<file path="src/hdl/spgv_pkg.sv">
package spgv_pkg;

	// Vector layout.
	localparam int DIMS       = 3;
	localparam int COMP_WIDTH = 21;
	localparam int COMP_FRAC  = 10;
	localparam int VEC_W      = 63;

	// Scalar fields and registers.
	localparam int SCALAR_W = 31;
	localparam int PRESS_W  = 32;
	localparam int DENS_W   = 31;
	localparam int LC_W     = 32;
	localparam int ETA_W    = 17;
	localparam int FRAC_Q   = 16;

	localparam logic [SCALAR_W-1:0] SCALAR_MAX = '1;
	localparam logic [LC_W-1:0]     LC_RESET   = LC_W'(65536);
	localparam logic [ETA_W-1:0]    ETA_RESET  = ETA_W'(655);

	// Configuration port.
	localparam int APB_AW      = 3;
	localparam int APB_DW      = 32;
	localparam int REG_IDX_BIT = 2;
	localparam logic [0:0] REG_LINEAR_COEFF = 1'b0;
	localparam logic [0:0] REG_ETA_FLOOR    = 1'b1;

	// Separation magnitude.
	localparam int SQ_W      = 2 * COMP_WIDTH;
	localparam int SQRT_IN_W = SQ_W + 12;
	localparam int ROOT_W    = SQRT_IN_W / 2;
	localparam int DEN_W     = ROOT_W + 1;

	// Pressure gradient and Q.
	localparam int DP_W          = PRESS_W + 1;
	localparam int GRAD_W        = DP_W + FRAC_Q;
	localparam int GRAD_SAT_BIT  = SCALAR_W + FRAC_Q;
	localparam int GRAD_LO_W     = (GRAD_SAT_BIT + 1) / 2;
	localparam int GRAD_HI_W     = GRAD_SAT_BIT - GRAD_LO_W;
	localparam int QPROD_W       = LC_W + GRAD_SAT_BIT;

	// Q over density squared.
	localparam int R2_W = 2 * DENS_W;

	// Dot product and work.
	localparam int DOT_W      = 2 * COMP_WIDTH + 2;
	localparam int DOT_MAG_W  = DOT_W - 1;
	localparam int DOT_LO_W   = COMP_WIDTH + 1;
	localparam int DOT_HI_W   = DOT_MAG_W - DOT_LO_W;
	localparam int WORK_SHIFT = 2 * COMP_FRAC;
	localparam int WPROD_W    = SCALAR_W + DOT_MAG_W;
	localparam int ACC_PROD_W = SCALAR_W + COMP_WIDTH + 1;

	// Latencies of the iterative units.
	localparam int SQRT_LAT = ROOT_W;
	localparam int GRAD_LAT = GRAD_W;
	localparam int QP_LAT   = SCALAR_W + 1;

	function automatic logic signed [COMP_WIDTH-1:0] comp_get(
		input logic [VEC_W-1:0] v,
		input int k
	);
		return $signed(v[k*COMP_WIDTH +: COMP_WIDTH]);
	endfunction

endpackage

</file>
<file path="src/hdl/spgv_isqrt.sv">
module spgv_isqrt import spgv_pkg::*; (
	input  logic                 clk,
	input  logic                 en,
	input  logic [SQRT_IN_W-1:0] radicand,
	output logic [ROOT_W-1:0]    root
);

	localparam int RW = SQRT_IN_W + 1;

	logic [SQRT_IN_W-1:0] rem_q [0:SQRT_LAT-1];
	logic [RW-1:0]        res_q [0:SQRT_LAT-1];

	// One result bit per stage, from the top down.
	for (genvar k = 0; k < SQRT_LAT; k++) begin : g_stage
		localparam logic [RW-1:0] BIT = RW'(1) << (SQRT_IN_W - 2 - 2 * k);
		logic [SQRT_IN_W-1:0] rem_in;
		logic [RW-1:0]        res_in;
		logic [RW-1:0]        trial;

		if (k == 0) begin : g_first
			assign rem_in = radicand;
			assign res_in = '0;
		end else begin : g_next
			assign rem_in = rem_q[k-1];
			assign res_in = res_q[k-1];
		end

		assign trial = res_in + BIT;

		always_ff @(posedge clk) begin
			if (en) begin
				if ({1'b0, rem_in} >= trial) begin
					rem_q[k] <= rem_in - trial[SQRT_IN_W-1:0];
					res_q[k] <= (res_in >> 1) + BIT;
				end else begin
					rem_q[k] <= rem_in;
					res_q[k] <= res_in >> 1;
				end
			end
		end
	end

	assign root = res_q[SQRT_LAT-1][ROOT_W-1:0];

endmodule

</file>
<file path="config.mk">
export PLATFORM = sky130hd
export DESIGN_NAME = spgv_isqrt
export DESIGN_NICKNAME = d
export VERILOG_FILES = /design/src/hdl/spgv_pkg.sv /design/src/hdl/spgv_isqrt.sv
export SDC_FILE = /design/constraint.sdc
export NUM_CORES = 2
export LEC_CHECK = 0
export ABC_CLOCK_PERIOD_IN_PS = 3800
export BUFFER_PORTS_ARGS = -buffer_cell sky130_fd_sc_hd__buf_4
export CAP_MARGIN = 30
export CORE_MARGIN = 5
export CORE_UTILIZATION = 58
export DETAILED_ROUTE_END_ITERATION = 16
export GPL_ROUTABILITY_DRIVEN = 0
export MAX_ROUTING_LAYER = met4
export PLACE_DENSITY = 0.77
export SYNTH_ARGS = -nofsm -noshare
export SYNTH_HDL_FRONTEND = slang
export SYNTH_SLANG_ARGS = --single-unit
export TNS_END_PERCENT = 20
</file>
<file path="constraint.sdc">
create_clock -name clk -period 3.8 [get_ports clk]
set_input_delay 0.57 -clock clk [delete_from_list [all_inputs] [get_ports clk]]
set_output_delay 0.57 -clock clk [all_outputs]
set_load 0.05 [all_outputs]
</file>
==> flow_summary.toml <==
[power]
powerDensity_mw_per_mm2 = 582
ir_worst_vdd_v = 0.000446
p_leak_nw = 36.1

[clocking]
cts.sinks = 1782
cts_buffers = 177
clk_pin_slew_ns = 0.07
cts_max_path_buffers = 3
cts_tree = "yes"
htreeDepth = 4
insertion_delay_ns = 0.85
root_buffer = "clkbuf_16"

[floorplan]
rows = 140
dieArea_sq_mm = 0.155
die_height_um = 394
io_pins = 83
initial_core_util_pct = 58.5
die_x_um = 394
core_sq_mm = 0.146

[critical_path]
start_kind = "register"
worst-path-buf-inv = 1
cp_top_family = "simple AND/OR/NAND/NOR gates"
critPathRequiredTime_ns = 4.39
cp.arrival_ns = 4.37
worstPathMaxFanout = 7
cp-end-kind = "register"
path_class = "reg2reg"
max_stage_delay_ns = 0.65
cp_slowest_cell = "nor4b_1"
path_cells = "inv_1, ha_1, nand4_1, nor4b_1, o21bai_1, nand3_1, or3_1, o2111ai_1, or2_1, nor4_1, xor2_1"

[placement]
dpl.hpwl_um = 145000
portBuffers = 82
placed_area_sq_mm = 0.0890
post-place-cells = 8760

[synthesis]
synth_top_family_by_area = "simple AND/OR/NAND/NOR gates"
synthAdderAreaFrac_pct = 5.89
ys_ff_latch = 1782
syn_area_per_cell_sq_um = 12.6
yosysWarningCount = 0
synth_compound_area_share_pct = 8.94
synth_edf_count = 1782
synth.area.mux_share_pct = 0.837
syn-num-nets = 7243
synth_xor_area_share_pct = 6.22
synth-simple-area-share_pct = 12.5
synth-async-reset-ratio_pct = 0
syn_inst = 6785
synthesis.area_sq_mm = 0.0853
synthDistinctLibCells = 90
ys.flop_type = "edfxtp_1"
seq_area_frac_synth_pct = 62.7

[finish]
final-instance-count-excl-fill = 9160
final_cell_mix = "edfxtp_1, nand2_1, inv_1, ha_1, nor2_1"
area_delta_synth_final_pct = 12.5
final_common_cell = "edfxtp_1"
final_area_sq_mm = 0.0960
layout.nets = 7540
drive_gt1_share_pct = 9.13

[sta]
final-setup-viol-count = 0
fin_crit_sh_pct = 99.3
relSlewSlack_pct = 31.4
finalHoldViolCount = 0
fmax_ghz = 0.265
worst-slew-pin-transition_ns = 1.03
rsz0062_at_grt = "yes"
clock_skew_ns = 0.0746
final-max-slew-violation-count = 0
period_needed_ns = 3.77

[grt]
grtUsageTotal_pct = 26.6
grt_max_degree = 196
antenna_found_initial = 6
grt_first_pass_wirelength_um = 314000
grt_pass1_vias = 54300
grt_overflow = 0

[routing]
drtAntennaViolNets = 0
post-route-drc-count = 0
drt_first_pass_iters = 8
dr_total_vias = 56800
drt_iter0_markers = 6740
wl_per_cell_um = 22.4
viasPerCell = 6.21
wirelength_um = 205000

[min_path]
hold_class = "in2reg"

[job]
cap_violations = 0

[outcome]
status = "complete, no violations"
## through the flow
step | util (%) | hold slack (ns) | worst slack (ns) | power [mW] | setup TNS (ns)
after floorplan | - | 0.417 | 0.0252 | 33.8 | 0
after detailed placement | 61.0 | 0.427 | 0.00138 | 37.3 | 0
after global placement | 61.0 | 0.424 | 0.0548 | 37.0 | 0
final | 65.8 | 0.0680 | 0.0256 | 55.8 | 0
after CTS | 65.6 | 0.0160 | 0.0167 | 55.6 | 0
after global routing | 65.8 | 0.0555 | -0.0588 | 58.1 | -0.311
## final cells by class
type	count	area (sq um)
multi-input cells	4346	29600
diodes	6	15.0
flip-flops and latches	1782	53500
fillers	9993	49900
clock buffers	202	4520
inverters	494	1850
well taps	1917	2400
clock inverters	132	1630
repair buffers	281	2470
## power breakdown
group / internal [mW] / leakage (nW) / switching [mW]
Sequential: 24.7 / 17.1 / 2.07
Clock: 10.3 / 2.95 / 7.93
Combinational: 4.41 / 16.0 / 6.46
## cells in the mapped netlist, types with 139 or more instances
library cell / number / area [sq um]
nand2_1: 501 / 1880
o21ai_0: 373 / 1870
a21o_1: 139 / 1040
a21oi_1: 340 / 1700
inv_1: 492 / 1850
edfxtp_1: 1782 / 53500
nor2_1: 383 / 1440
xnor2_1: 300 / 2630
clkbuf_1: 146 / 548
xor2_1: 306 / 2680
nor4_1: 247 / 1550
nor3_1: 176 / 881
ha_1: 402 / 5030
## worst register-to-register path, delay by kind of cell, from the launching register on
family	cells	cell delay, ns
AND/OR/NAND/NOR	6	2.02
flip-flops	1	0.44
adder cells (fa/ha/maj)	1	0.39
AO/OA/AOI/OAI	2	0.35
XOR/XNOR	1	0.27
buffers and inverters	1	0.07
## state kept, by name, summed over array words and instances, names as in the netlist
signal  count
rem_q    1404
res_q     378
## logic make-up after synthesis
family                   Yosys count
XOR/XNOR                         606
buffers and inverters            657
AND/OR/NAND/NOR                 2041
adder cells (fa/ha/maj)          402
flip-flops                      1782
AO/OA/AOI/OAI                   1232
multiplexers                      65
## metal layers
| metal | vias to the layer above | GRT usage (%) | part of all wire (%) |
|---|---|---|---|
| met1 | 27400 | 35.1 | 39 |
| met5 | - | - | 0 |
| li1 | 26000 | - | - |
| met2 | 2934 | 41.7 | 47 |
| met4 | 0 | 8.59 | 3.4 |
| met3 | 488 | 5.56 | 10 |
## worst paths after layout
kind / cells after the start / slack [ns] / to / start
hold reg to reg: 0 / 0.40 / res_q[1][344] / res_q[1][290]
setup reg to reg: 11 / 0.03 / rem_q[1][321] / res_q[1][247]
hold / removal: 3 / 0.07 / rem_q[0][53] / radicand[53]
setup / recovery: 11 / 0.03 / rem_q[1][321] / res_q[1][247]
## what timing repair did
| item | in CTS | in global routing |
|---|---|---|
| hold buffers | 52 | 0 |
| hold endpoints to repair | 52 | 0 |
| pin swaps | 0 | 5 |
| setup buffers | 0 | 6 |
| gates resized for setup | 1 | 41 |
| endpoints found under the setup margin | 3 | 119 |
Power figures use the tool's default switching activity.
